===== config.mk =====
export PLATFORM = sky130hd
export DESIGN_NAME = scalar_colormap_unit_top
export DESIGN_NICKNAME = d
export VERILOG_FILES = /design/src/hw/rtl/scu_pkg.sv /design/src/hw/rtl/scu_lane.sv /design/src/hw/rtl/scu_merge.sv /design/src/hw/rtl/scu_div.sv /design/src/hw/rtl/scu_cmap.sv /design/src/hw/rtl/scalar_colormap_unit_top.sv
export SDC_FILE = /design/constraint.sdc
export NUM_CORES = 2
export LEC_CHECK = 0
export BUFFER_PORTS_ARGS = -buffer_cell sky130_fd_sc_hd__buf_2
export CAP_MARGIN = 20
export CORE_ASPECT_RATIO = 0.75
export CORE_MARGIN = 3
export CORE_UTILIZATION = 65
export DETAILED_ROUTE_END_ITERATION = 10
export GPL_ROUTABILITY_DRIVEN = 0
export PLACE_DENSITY = 0.88
export REMOVE_ABC_BUFFERS = 1
export SYNTH_ARGS = -nofsm -noshare
export SYNTH_HDL_FRONTEND = slang
export SYNTH_SLANG_ARGS = --single-unit

===== constraint.sdc =====
create_clock -name clk -period 28.5 [get_ports clk]
set_input_delay 1.425 -clock clk [delete_from_list [all_inputs] [get_ports clk]]
set_output_delay 1.425 -clock clk [all_outputs]
set_load 0.02 [all_outputs]

===== src/hw/rtl/scu_pkg.sv =====
// ----------------------------------------------------------------------------
// scu_pkg: shared types and constants of the scalar colormap unit
// Fixed-point formats, colormap codes and pipeline geometry used by the
// lanes, the merge stage, the divider and the colormap stage.
// ----------------------------------------------------------------------------
`timescale 1ns / 1ps
`default_nettype none

package scu_pkg;

  // Normalized value: Q0.12 fraction, one extra bit so that exactly one fits
  localparam int FRAC_BITS = 12;
  localparam int FRAC_ONE  = 1 << FRAC_BITS;
  localparam int FRAC_HALF = FRAC_ONE / 2;
  localparam int T_BITS    = FRAC_BITS + 1;

  // Rainbow arithmetic works in units of 1/RB_UNIT
  localparam int RB_UNIT   = 20480;
  localparam int RB_OFFSET = 16384;
  localparam int RB_GAIN   = 22;
  localparam int RB_BITS   = 20;
  localparam int TENT_BITS = 16;
  // RB_UNIT * 2 = 5 * 2^RB_SHIFT
  localparam int RB_SHIFT  = 13;

  // Divide by five: multiply by reciprocal, exact for the quotient range used
  localparam int DIV5_MUL   = 52429;
  localparam int DIV5_SHIFT = 18;
  localparam int DIV5_BITS  = 16;

  // Input geometry
  localparam int INPUT_SAMPLES  = 4;
  localparam int COUNT_BITS     = 3;
  localparam int CFG_INDEX_BITS = 2;

  // Pipeline geometry: lane stage, two merge stages, divider, two colormap stages
  localparam int LANE_STAGE   = 0;
  localparam int MERGE_STAGE  = 1;
  localparam int DIV_STAGE    = 3;
  localparam int CMAP_STAGE   = DIV_STAGE + FRAC_BITS;
  localparam int PIPE_STAGES  = CMAP_STAGE + 2;

  typedef enum logic [1:0] {
    CMAP_GRAY    = 2'd0,
    CMAP_RAINBOW = 2'd1,
    CMAP_GREEN   = 2'd2
  } cmap_mode_t;

  // Saturation class of the normalized value, decided before the divider
  typedef struct packed {
    logic sat_zero;
    logic sat_one;
  } tclass_t;

endpackage

`default_nettype wire


===== src/hw/rtl/scu_lane.sv =====
// ----------------------------------------------------------------------------
// scu_lane: one sample lane
// Subtracts the range minimum from its sample, or yields zero when the lane
// lies beyond the sample count, and registers the difference.
// ----------------------------------------------------------------------------
`timescale 1ns / 1ps
`default_nettype none

module scu_lane
  import scu_pkg::*;
#(
  parameter int SAMPLE_BITS = 16,
  parameter int LANE        = 0
) (
  input  logic                          clk,
  input  logic                          en,
  input  logic signed [SAMPLE_BITS-1:0] sample,
  input  logic [COUNT_BITS-1:0]         count,
  input  logic signed [SAMPLE_BITS-1:0] range_lo,
  output logic signed [SAMPLE_BITS:0]   diff
);

  logic signed [SAMPLE_BITS:0] diff_next;

  // Offset the sample, drop it when the lane is unused
  always_comb begin
    if (COUNT_BITS'(LANE) < count) begin
      diff_next = {sample[SAMPLE_BITS-1], sample} - {range_lo[SAMPLE_BITS-1], range_lo};
    end else begin
      diff_next = '0;
    end
  end

  always_ff @(posedge clk) begin
    if (en) begin
      diff <= diff_next;
    end
  end

endmodule

`default_nettype wire


===== src/hw/rtl/scu_merge.sv =====
// ----------------------------------------------------------------------------
// scu_merge: merging stage of the lanes
// Sums the lane differences into the numerator, forms the denominator
// count * (maximum - minimum), then fixes signs and sorts out the saturated
// and degenerate cases before the divider.
// ----------------------------------------------------------------------------
`timescale 1ns / 1ps
`default_nettype none

module scu_merge
  import scu_pkg::*;
#(
  parameter int SAMPLE_BITS = 16,
  parameter int MAX_SAMPLES = 4,
  localparam int NW = SAMPLE_BITS + 3,
  localparam int UW = SAMPLE_BITS + 2
) (
  input  logic                          clk,
  input  logic [1:0]                    en,
  input  logic signed [SAMPLE_BITS:0]   lane_diff [MAX_SAMPLES],
  input  logic [COUNT_BITS-1:0]         count,
  input  logic signed [SAMPLE_BITS-1:0] range_lo,
  input  logic signed [SAMPLE_BITS-1:0] range_hi,
  output logic [UW-1:0]                 num,
  output logic [UW-1:0]                 den,
  output tclass_t                       tclass
);

  logic signed [NW-1:0]        sum_next;
  logic signed [NW-1:0]        den_next;
  logic signed [SAMPLE_BITS:0] span;
  logic signed [NW-1:0]        span_ext;
  logic signed [NW-1:0]        count_ext;
  logic signed [NW-1:0]        sum_r;
  logic signed [NW-1:0]        den_r;
  logic                        den_neg;
  logic signed [NW-1:0]        num_fix;
  logic signed [NW-1:0]        den_fix;
  tclass_t                     tclass_next;

  // Add up the lanes and scale the range by the count
  always_comb begin
    sum_next = '0;
    for (int l = 0; l < MAX_SAMPLES; l++) begin
      sum_next = sum_next + {{(NW-SAMPLE_BITS-1){lane_diff[l][SAMPLE_BITS]}}, lane_diff[l]};
    end
    span      = {range_hi[SAMPLE_BITS-1], range_hi} - {range_lo[SAMPLE_BITS-1], range_lo};
    span_ext  = {{(NW-SAMPLE_BITS-1){span[SAMPLE_BITS]}}, span};
    count_ext = {{(NW-COUNT_BITS){1'b0}}, count};
    den_next  = count_ext * span_ext;
  end

  always_ff @(posedge clk) begin
    if (en[0]) begin
      sum_r <= sum_next;
      den_r <= den_next;
    end
  end

  // Flip signs for a reversed range and classify on the raw values
  always_comb begin
    den_neg = den_r[NW-1];
    num_fix = den_neg ? -sum_r : sum_r;
    den_fix = den_neg ? -den_r : den_r;
    tclass_next.sat_zero = (den_r == '0) ||
                           (den_neg ? (!sum_r[NW-1])
                                    : (sum_r[NW-1] || (sum_r == '0)));
    tclass_next.sat_one  = !tclass_next.sat_zero &&
                           (den_neg ? (sum_r <= den_r) : (sum_r >= den_r));
  end

  always_ff @(posedge clk) begin
    if (en[1]) begin
      num    <= num_fix[UW-1:0];
      den    <= den_fix[UW-1:0];
      tclass <= tclass_next;
    end
  end

endmodule

`default_nettype wire


===== src/hw/rtl/scu_div.sv =====
// ----------------------------------------------------------------------------
// scu_div: pipelined restoring divider
// One quotient bit per stage: yields floor(num * 2^FRAC_BITS / den) for
// num < den, and carries the saturation class alongside.
// ----------------------------------------------------------------------------
`timescale 1ns / 1ps
`default_nettype none

module scu_div
  import scu_pkg::*;
#(
  parameter int UW = 18
) (
  input  logic                 clk,
  input  logic [FRAC_BITS-1:0] en,
  input  logic [UW-1:0]        num,
  input  logic [UW-1:0]        den,
  input  tclass_t              tclass_in,
  output logic [FRAC_BITS-1:0] quot,
  output tclass_t              tclass_out
);

  logic [UW-1:0]        rem_q [FRAC_BITS];
  logic [UW-1:0]        den_q [FRAC_BITS];
  logic [FRAC_BITS-1:0] quo_q [FRAC_BITS];
  tclass_t              cls_q [FRAC_BITS];

  for (genvar k = 0; k < FRAC_BITS; k++) begin : g_stage
    logic [UW-1:0]        rem_in;
    logic [UW-1:0]        den_in;
    logic [FRAC_BITS-1:0] quo_in;
    tclass_t              cls_in;
    logic [UW:0]          shifted;
    logic [UW:0]          reduced;
    logic                 take;

    if (k == 0) begin : g_first
      assign rem_in = num;
      assign den_in = den;
      assign quo_in = '0;
      assign cls_in = tclass_in;
    end else begin : g_next
      assign rem_in = rem_q[k-1];
      assign den_in = den_q[k-1];
      assign quo_in = quo_q[k-1];
      assign cls_in = cls_q[k-1];
    end

    // Shift in one bit, subtract the divisor when it fits
    assign shifted = {rem_in, 1'b0};
    assign take    = shifted >= {1'b0, den_in};
    assign reduced = shifted - {1'b0, den_in};

    always_ff @(posedge clk) begin
      if (en[k]) begin
        rem_q[k] <= take ? reduced[UW-1:0] : shifted[UW-1:0];
        den_q[k] <= den_in;
        quo_q[k] <= {quo_in[FRAC_BITS-2:0], take};
        cls_q[k] <= cls_in;
      end
    end
  end

  assign quot       = quo_q[FRAC_BITS-1];
  assign tclass_out = cls_q[FRAC_BITS-1];

endmodule

`default_nettype wire


===== src/hw/rtl/scu_cmap.sv =====
// ----------------------------------------------------------------------------
// scu_cmap: colormap stage
// Saturates the normalized value and maps it to RGB. The first stage builds
// the grayscale and green ramp colors and the scaled rainbow channels; the
// second divides the rainbow channels by five and holds the output word.
// ----------------------------------------------------------------------------
`timescale 1ns / 1ps
`default_nettype none

module scu_cmap
  import scu_pkg::*;
#(
  parameter int COLOR_BITS = 8,
  localparam int QW = COLOR_BITS + 4
) (
  input  logic                  clk,
  input  logic [1:0]            en,
  input  cmap_mode_t            mode,
  input  logic [FRAC_BITS-1:0]  quot,
  input  tclass_t               tclass,
  output logic [COLOR_BITS-1:0] red,
  output logic [COLOR_BITS-1:0] green,
  output logic [COLOR_BITS-1:0] blue
);

  localparam logic signed [RB_BITS-1:0] RB_U1 = RB_BITS'(RB_UNIT);
  localparam logic signed [RB_BITS-1:0] RB_U2 = RB_BITS'(2 * RB_UNIT);
  localparam logic signed [RB_BITS-1:0] RB_U3 = RB_BITS'(3 * RB_UNIT);
  localparam logic signed [RB_BITS-1:0] RB_U4 = RB_BITS'(4 * RB_UNIT);
  localparam logic signed [RB_BITS-1:0] RB_U5 = RB_BITS'(5 * RB_UNIT);

  // Fraction of FRAC_ONE to color, round half up
  function automatic logic [COLOR_BITS-1:0] frac_color(input logic [T_BITS-1:0] x);
    logic [T_BITS+COLOR_BITS-1:0] prod;
    prod = {x, {COLOR_BITS{1'b0}}} - {{COLOR_BITS{1'b0}}, x}
           + (T_BITS+COLOR_BITS)'(FRAC_HALF);
    return prod[FRAC_BITS +: COLOR_BITS];
  endfunction

  // Tent of the rainbow: k*U - |w - a*U| - |w - b*U|, floored at zero
  function automatic logic [TENT_BITS-1:0] tent(input logic signed [RB_BITS-1:0] w,
                                                input logic signed [RB_BITS-1:0] ku,
                                                input logic signed [RB_BITS-1:0] au,
                                                input logic signed [RB_BITS-1:0] bu);
    logic signed [RB_BITS-1:0] da;
    logic signed [RB_BITS-1:0] db;
    logic signed [RB_BITS-1:0] d;
    da = w - au;
    db = w - bu;
    if (da[RB_BITS-1]) da = -da;
    if (db[RB_BITS-1]) db = -db;
    d = ku - da - db;
    return d[RB_BITS-1] ? '0 : d[TENT_BITS-1:0];
  endfunction

  // Tent times full scale plus half of 2U, then drop 2^RB_SHIFT
  function automatic logic [QW-1:0] rb_scale(input logic [TENT_BITS-1:0] dv);
    logic [TENT_BITS+COLOR_BITS:0] n;
    n = {1'b0, dv, {COLOR_BITS{1'b0}}} - {{(COLOR_BITS+1){1'b0}}, dv}
        + (TENT_BITS+COLOR_BITS+1)'(RB_UNIT);
    return n[RB_SHIFT +: QW];
  endfunction

  function automatic logic [COLOR_BITS-1:0] div5(input logic [QW-1:0] q);
    logic [QW+DIV5_BITS-1:0] prod;
    prod = {{DIV5_BITS{1'b0}}, q} * (QW+DIV5_BITS)'(DIV5_MUL);
    return prod[DIV5_SHIFT +: COLOR_BITS];
  endfunction

  logic [T_BITS-1:0]         t_val;
  logic [T_BITS-1:0]         ramp;
  logic signed [RB_BITS-1:0] rb_w;
  logic [COLOR_BITS-1:0]     flat_next [3];
  logic [QW-1:0]             rb_next [3];
  logic [COLOR_BITS-1:0]     flat_r [3];
  logic [QW-1:0]             rb_r [3];

  // Saturate t and build the rainbow channels and the gray or green color
  always_comb begin
    if (tclass.sat_zero) begin
      t_val = '0;
    end else if (tclass.sat_one) begin
      t_val = T_BITS'(FRAC_ONE);
    end else begin
      t_val = {1'b0, quot};
    end

    rb_w = {{(RB_BITS-T_BITS){1'b0}}, t_val} * RB_BITS'(RB_GAIN) + RB_BITS'(RB_OFFSET);
    rb_next[0] = rb_scale(tent(rb_w, RB_U3, RB_U4, RB_U5));
    rb_next[1] = rb_scale(tent(rb_w, RB_U4, RB_U2, RB_U4));
    rb_next[2] = rb_scale(tent(rb_w, RB_U3, RB_U1, RB_U2));

    ramp = '0;
    flat_next[0] = '0;
    flat_next[1] = '0;
    flat_next[2] = '0;
    unique case (mode)
      CMAP_GRAY: begin
        flat_next[0] = frac_color(t_val);
        flat_next[1] = flat_next[0];
        flat_next[2] = flat_next[0];
      end
      CMAP_GREEN: begin
        if (t_val < T_BITS'(FRAC_HALF)) begin
          ramp = {t_val[T_BITS-2:0], 1'b0};
          flat_next[1] = frac_color(ramp);
        end else begin
          ramp = T_BITS'(t_val - T_BITS'(FRAC_HALF)) << 1;
          flat_next[0] = frac_color(ramp);
          flat_next[1] = {COLOR_BITS{1'b1}};
          flat_next[2] = flat_next[0];
        end
      end
      default: begin
        // rainbow is finished in the next stage; the unused code stays black
        flat_next[0] = '0;
      end
    endcase
  end

  always_ff @(posedge clk) begin
    if (en[0]) begin
      flat_r <= flat_next;
      rb_r   <= rb_next;
    end
  end

  // Finish the rainbow channels and hold the output word
  always_ff @(posedge clk) begin
    if (en[1]) begin
      if (mode == CMAP_RAINBOW) begin
        red   <= div5(rb_r[0]);
        green <= div5(rb_r[1]);
        blue  <= div5(rb_r[2]);
      end else begin
        red   <= flat_r[0];
        green <= flat_r[1];
        blue  <= flat_r[2];
      end
    end
  end

endmodule

`default_nettype wire


===== src/hw/rtl/scalar_colormap_unit_top.sv =====
// ----------------------------------------------------------------------------
// scalar_colormap_unit_top: scalar to RGB colormap unit
// Averages one to four signed samples, normalizes against the configured
// range and maps the value to RGB (grayscale, rainbow or green ramp).
//
// Usage:
//   Input channel (in_valid/in_ready) takes one word: four samples and a
//   count. Output channel (out_valid/out_ready) returns one RGB word per
//   input word, in order. The configuration channel (cfg_valid/cfg_ready,
//   cfg_index, cfg_data) is always ready and writes colormap_mode (0),
//   range_minimum (1) and range_maximum (2). It is to be written only while
//   idle, a rule for the user that the block does not enforce. A word
//   passes the lane stage, two merge stages, the 12-stage restoring divider
//   and two colormap stages. Throughput: one word per cycle while not stalled.
//   Reset clears the pipeline and loads mode 0, minimum 0 and maximum at
//   the largest positive sample. When the receiver stalls, the output word
//   holds; empty stages behind it keep filling, so the input stalls only
//   once all 17 stages hold words.
// ----------------------------------------------------------------------------
`timescale 1ns / 1ps
`default_nettype none

module scalar_colormap_unit_top
  import scu_pkg::*;
#(
  parameter int SAMPLE_BITS = 16,
  parameter int COLOR_BITS  = 8,
  parameter int MAX_SAMPLES = 4
) (
  input  logic                          clk,
  input  logic                          rst,
  input  logic                          in_valid,
  output logic                          in_ready,
  input  logic signed [SAMPLE_BITS-1:0] sample_first,
  input  logic signed [SAMPLE_BITS-1:0] sample_second,
  input  logic signed [SAMPLE_BITS-1:0] sample_third,
  input  logic signed [SAMPLE_BITS-1:0] sample_fourth,
  input  logic [COUNT_BITS-1:0]         sample_count,
  output logic                          out_valid,
  input  logic                          out_ready,
  output logic [COLOR_BITS-1:0]         red,
  output logic [COLOR_BITS-1:0]         green,
  output logic [COLOR_BITS-1:0]         blue,
  input  logic                          cfg_valid,
  output logic                          cfg_ready,
  input  logic [CFG_INDEX_BITS-1:0]     cfg_index,
  input  logic [SAMPLE_BITS-1:0]        cfg_data
);

  localparam int UW = SAMPLE_BITS + 2;
  localparam logic [CFG_INDEX_BITS-1:0] REG_MODE = 2'd0;
  localparam logic [CFG_INDEX_BITS-1:0] REG_MIN  = 2'd1;
  localparam logic [CFG_INDEX_BITS-1:0] REG_MAX  = 2'd2;
  localparam logic [COUNT_BITS-1:0]     MAX_CNT  = COUNT_BITS'(MAX_SAMPLES);

  cmap_mode_t                    colormap_mode;
  logic signed [SAMPLE_BITS-1:0] range_minimum;
  logic signed [SAMPLE_BITS-1:0] range_maximum;

  logic [PIPE_STAGES-1:0]        stage_vld;
  logic [PIPE_STAGES-1:0]        stage_en;

  logic signed [SAMPLE_BITS-1:0] samples [INPUT_SAMPLES];
  logic [COUNT_BITS-1:0]         count_clamped;
  logic [COUNT_BITS-1:0]         count_l;
  logic signed [SAMPLE_BITS:0]   lane_diff [MAX_SAMPLES];
  logic [UW-1:0]                 merge_num;
  logic [UW-1:0]                 merge_den;
  tclass_t                       merge_cls;
  logic [FRAC_BITS-1:0]          div_quot;
  tclass_t                       div_cls;

  // Configuration registers
  assign cfg_ready = 1'b1;

  always_ff @(posedge clk) begin
    if (rst) begin
      colormap_mode <= CMAP_GRAY;
      range_minimum <= '0;
      range_maximum <= {1'b0, {(SAMPLE_BITS-1){1'b1}}};
    end else if (cfg_valid && cfg_ready) begin
      unique case (cfg_index)
        REG_MODE: colormap_mode <= cmap_mode_t'(cfg_data[1:0]);
        REG_MIN:  range_minimum <= cfg_data;
        REG_MAX:  range_maximum <= cfg_data;
        default:  ;
      endcase
    end
  end

  // Advance a stage when it is empty or the stage after it advances
  always_comb begin
    stage_en[PIPE_STAGES-1] = !stage_vld[PIPE_STAGES-1] || out_ready;
    for (int i = PIPE_STAGES - 2; i >= 0; i--) begin
      stage_en[i] = !stage_vld[i] || stage_en[i+1];
    end
  end

  always_ff @(posedge clk) begin
    if (rst) begin
      stage_vld <= '0;
    end else begin
      if (stage_en[0]) begin
        stage_vld[0] <= in_valid;
      end
      for (int i = 1; i < PIPE_STAGES; i++) begin
        if (stage_en[i]) begin
          stage_vld[i] <= stage_vld[i-1];
        end
      end
    end
  end

  assign in_ready  = stage_en[0];
  assign out_valid = stage_vld[PIPE_STAGES-1];

  // Clamp the count to one .. MAX_SAMPLES
  always_comb begin
    priority if (sample_count == '0) begin
      count_clamped = COUNT_BITS'(1);
    end else if (sample_count > MAX_CNT) begin
      count_clamped = MAX_CNT;
    end else begin
      count_clamped = sample_count;
    end
  end

  assign samples[0] = sample_first;
  assign samples[1] = sample_second;
  assign samples[2] = sample_third;
  assign samples[3] = sample_fourth;

  always_ff @(posedge clk) begin
    if (stage_en[LANE_STAGE]) begin
      count_l <= count_clamped;
    end
  end

  // Sample lanes
  for (genvar l = 0; l < MAX_SAMPLES; l++) begin : g_lane
    scu_lane #(
      .SAMPLE_BITS (SAMPLE_BITS),
      .LANE        (l)
    ) u_lane (
      .clk      (clk),
      .en       (stage_en[LANE_STAGE]),
      .sample   (samples[l]),
      .count    (count_clamped),
      .range_lo (range_minimum),
      .diff     (lane_diff[l])
    );
  end

  scu_merge #(
    .SAMPLE_BITS (SAMPLE_BITS),
    .MAX_SAMPLES (MAX_SAMPLES)
  ) u_merge (
    .clk       (clk),
    .en        (stage_en[MERGE_STAGE +: 2]),
    .lane_diff (lane_diff),
    .count     (count_l),
    .range_lo  (range_minimum),
    .range_hi  (range_maximum),
    .num       (merge_num),
    .den       (merge_den),
    .tclass    (merge_cls)
  );

  scu_div #(
    .UW (UW)
  ) u_div (
    .clk        (clk),
    .en         (stage_en[DIV_STAGE +: FRAC_BITS]),
    .num        (merge_num),
    .den        (merge_den),
    .tclass_in  (merge_cls),
    .quot       (div_quot),
    .tclass_out (div_cls)
  );

  scu_cmap #(
    .COLOR_BITS (COLOR_BITS)
  ) u_cmap (
    .clk    (clk),
    .en     (stage_en[CMAP_STAGE +: 2]),
    .mode   (colormap_mode),
    .quot   (div_quot),
    .tclass (div_cls),
    .red    (red),
    .green  (green),
    .blue   (blue)
  );

endmodule

`default_nettype wire


==> impl_metrics.env <==
export IMPL_port_buffers=115
export IMPL_grt_max_degree=74
export IMPL_synthCells=5917
export IMPL_grt_overflow=0
export IMPL_worstHoldPathCells=0
export IMPL_finalHoldViolCount=0
export IMPL_regToRegSetupSlack_ns=16.34
export IMPL_r2r_start="u_div.cls_q[2][6]"
export IMPL_setup_tns_ns=0
export IMPL_async_reset_ff_share_pct=0
export IMPL_endpoint_kind="flip-flop"
export IMPL_clk_latency_ns=0.67
export IMPL_viasPerCell=6.12
export IMPL_io_pins=117
export IMPL_firstDrtPassIters=6
export IMPL_rr_endpoint="u_cmap.rb_r[22]"
export IMPL_drv_cap=0
export IMPL_finalWirelength_um=144000
export IMPL_synth_edff_count=721
export IMPL_drtIter0Drc=4127
export IMPL_worst_slew_pin_slew_ns=1.14
export IMPL_synthFlopType="edfxtp_1"
export IMPL_hold_end="u_div.quo_q[2][41]"
export IMPL_path_clk_slew_ns=0.08
export IMPL_synth_top_family_by_area="adder cells"
export IMPL_syn_to_final_growth_pct=7.82
export IMPL_routed_via_count=44900
export IMPL_root_buffer="clkbuf_16"
export IMPL_rows=96
export IMPL_grt_pass1_vias=45300
export IMPL_cp_arrival_ns=12.57
export IMPL_die_w_um=358
export IMPL_synthAdderAreaFrac_pct=23.5
export IMPL_ys_types=90
export IMPL_post_cts_setup_buffers=0
export IMPL_synthesis_area_mm2=0.0603
export IMPL_setup_violations_final=0
export IMPL_cts_sinks=772
export IMPL_numPlacedInstances=7193
export IMPL_drc=0
export IMPL_path_class="reg -> reg"
export IMPL_coreArea_mm2=0.0918
export IMPL_clock_skew_ns=0.0289
export IMPL_htreeDepth=3
export IMPL_die_area_mm2=0.0965
export IMPL_grt_pass1_wl_um=231000
export IMPL_finalNetCount=7157
export IMPL_drv_slew=0
export IMPL_yosys_warnings=0
export IMPL_worst_path_max_delay_cell="xnor2_1"
export IMPL_hpwl_um=110000
export IMPL_ctsHoldBuffers=0
export IMPL_r2r_cells=40
export IMPL_ys_seq_area_share_pct=37.6
export IMPL_synth_simple_area_share_pct=11.6
export IMPL_avgSynthCellArea_um2=10.2
export IMPL_period_minus_slack_ns=12.16
export IMPL_grt_setup_unrepaired="false"
export IMPL_hold_path_startpoint="u_div.quo_q[2][28]"
export IMPL_detail_route_wl_per_cell_um=19.6
export IMPL_ant_nets=0
export IMPL_crit_start="u_div.cls_q[2][6]"
export IMPL_numCtsBuffers=75
export IMPL_crit_top_cell="ha_1"
export IMPL_ctsLongestPathBuffers=3
export IMPL_cp_required_ns=28.90
export IMPL_initial_utilization_pct=65.7
export IMPL_muxShareOfSynthArea_pct=2.65
export IMPL_antenna_cells=0
export IMPL_drive_gt1_share_pct=7.47
export IMPL_startpoint_type="flip-flop"
export IMPL_critPathMaxStageDelay_ns=0.86
export IMPL_min_path_type="reg -> reg"
export IMPL_post_cts_resized=0
export IMPL_crit_fanout=17
export IMPL_cts_tree="built"
export IMPL_die_h_um=270
export IMPL_ys_ff_latch=772
export IMPL_antenna_found_initial=3
export IMPL_status="complete, no violations"
export IMPL_fin_crit_sh_pct=42.7
export IMPL_maxSlewHeadroom_pct=23.9
export IMPL_gr_usage_all_layers_pct=29.4
export IMPL_synth_xor_area_share_pct=6.50
export IMPL_max_freq_mhz=82.2
export IMPL_finalNonFillerCells=7333
export IMPL_synth_compound_gate_area_share_pct=11.9
==> cells in the mapped netlist (66+ instances only) <==
| cell | number | area share, % |
|---|---|---|
| xnor2_1 | 311 | 4.5 |
| mux2_2 | 119 | 2.2 |
| o21ai_0 | 260 | 2.2 |
| nor3_1 | 101 | 0.84 |
| edfxtp_1 | 721 | 36 |
| nand2_1 | 397 | 2.5 |
| inv_1 | 920 | 5.7 |
| clkbuf_1 | 79 | 0.49 |
| nor2_1 | 362 | 2.3 |
| ha_1 | 832 | 17 |
| fa_1 | 188 | 6.2 |
| and2_1 | 66 | 0.68 |
| a21oi_1 | 322 | 2.7 |
| nor2b_1 | 85 | 0.88 |
| nand2b_1 | 67 | 0.70 |
| xor2_1 | 133 | 1.9 |
| a21o_1 | 118 | 1.5 |
==> per-layer routing <==
metal | GRT usage [%] | share of wire (%) | vias up
met2 | 50.1 | 48 | 2081
li1 | - | - | 20900
met3 | 4.24 | 7.4 | 421
met5 | 0 | 0.0090 | -
met1 | 38.3 | 40 | 21500
met4 | 10.6 | 3.9 | 2
==> cell type report <==
type,instances,area [µm²]
Clock buffer,98,2170
Clock inverter,40,551
Fill cell,6064,26800
Inverter,920,3450
Multi-Input combinational cell,4141,33900
Sequential cell,772,22700
Tap cell,1225,1530
Timing Repair Buffer,137,766
==> cells by family (layout without fill, tap and decap cells) <==
kind of cell / count (synthesis) / in the layout
AO/OA/AOI/OAI: 1115 / 1115
XOR/XNOR: 446 / 446
adder cells (fa/ha/maj): 1020 / 1020
buffers and inverters: 1004 / 1195
flip-flops: 772 / 772
multiplexers: 145 / 145
other: 1 / 1
AND/OR/NAND/NOR: 1414 / 1414
==> layout by cell type (no fill, tap or decap), types with 26 or more instances in the layout <==
master     synthesis  final
fa_1             188    188
xnor2_1          311    311
edfxtp_1         721    721
nand3_1           64     62
o21bai_1          34     34
mux2_2           119    119
nand2_1          397    393
o21a_1            57     57
clkbuf_16          0     81
inv_1            920    918
mux2i_1           26     26
xor2_1           133    133
nand4_1           47     47
a21oi_1          322    322
a211oi_1          35     35
a21o_1           118    118
dfxtp_1           51     51
nor3_1           101    101
or3_1             40     40
and3_1            41     41
nand3b_1          28     28
ha_1             832    832
and2_1            66     66
nor2_1           362    362
o21ai_0          260    260
a21boi_0          58     58
nand2b_1          67     67
nor2b_1           85     84
a31oi_1           38     38
buf_2              2    115
==> sequential cells by signal, summed over array words and instances, names as in the netlist <==
register / cells
colormap_mode: 2
count_l: 3
g_lane.u_lane.diff: 68
range_maximum: 16
range_minimum: 16
stage_vld: 17
u_cmap.blue: 8
u_cmap.flat_r: 16
u_cmap.green: 8
u_cmap.rb_r: 36
u_cmap.red: 8
u_div.cls_q: 24
u_div.den_q: 198
u_div.quo_q: 78
u_div.rem_q: 198
u_merge.den: 18
u_merge.den_r: 19
u_merge.num: 18
u_merge.sum_r: 19
u_merge.tclass: 2
==> stage by stage <==
stage	hold slack, ns	util, %	setup slack, ns	area, µm²
after floorplan	0.400	-	18.40	60000
after global placement	0.401	67.8	17.27	62200
after detailed placement	0.405	67.8	16.73	62200
after CTS	0.408	70.8	16.67	65000
after global routing	0.419	70.8	15.49	65000
final	0.403	70.8	16.34	65000
==> worst max path at each step <==
| stage | endpoint | slack (ns) | depth (start not counted) |
|---|---|---|---|
| 2_1_floorplan | u_cmap.rb_r[35] | 18.40 | 42 |
| 3_3_place_gp | u_cmap.rb_r[22] | 17.27 | 40 |
| 3_5_place_dp | u_cmap.rb_r[22] | 16.73 | 39 |
| 4_1_cts | u_cmap.rb_r[22] | 16.67 | 40 |
| 5_1_grt | u_cmap.rb_r[22] | 15.49 | 40 |
| 6_report | u_cmap.rb_r[22] | 16.34 | 40 |
==> worst max-delay path: cells and delay by family (launching register included) <==
family | cells | cell delay (ns)
simple gates | 11 | 3.63
compound gates | 15 | 3.61
fa+ha+maj | 7 | 2.26
xor+xnor | 4 | 1.63
flops | 1 | 0.42
buf+inv | 3 | 0.36
Power is left out: the tool's default activity adds up to more than one toggle a clock period on the data nets, which glitch-free logic cannot reach.
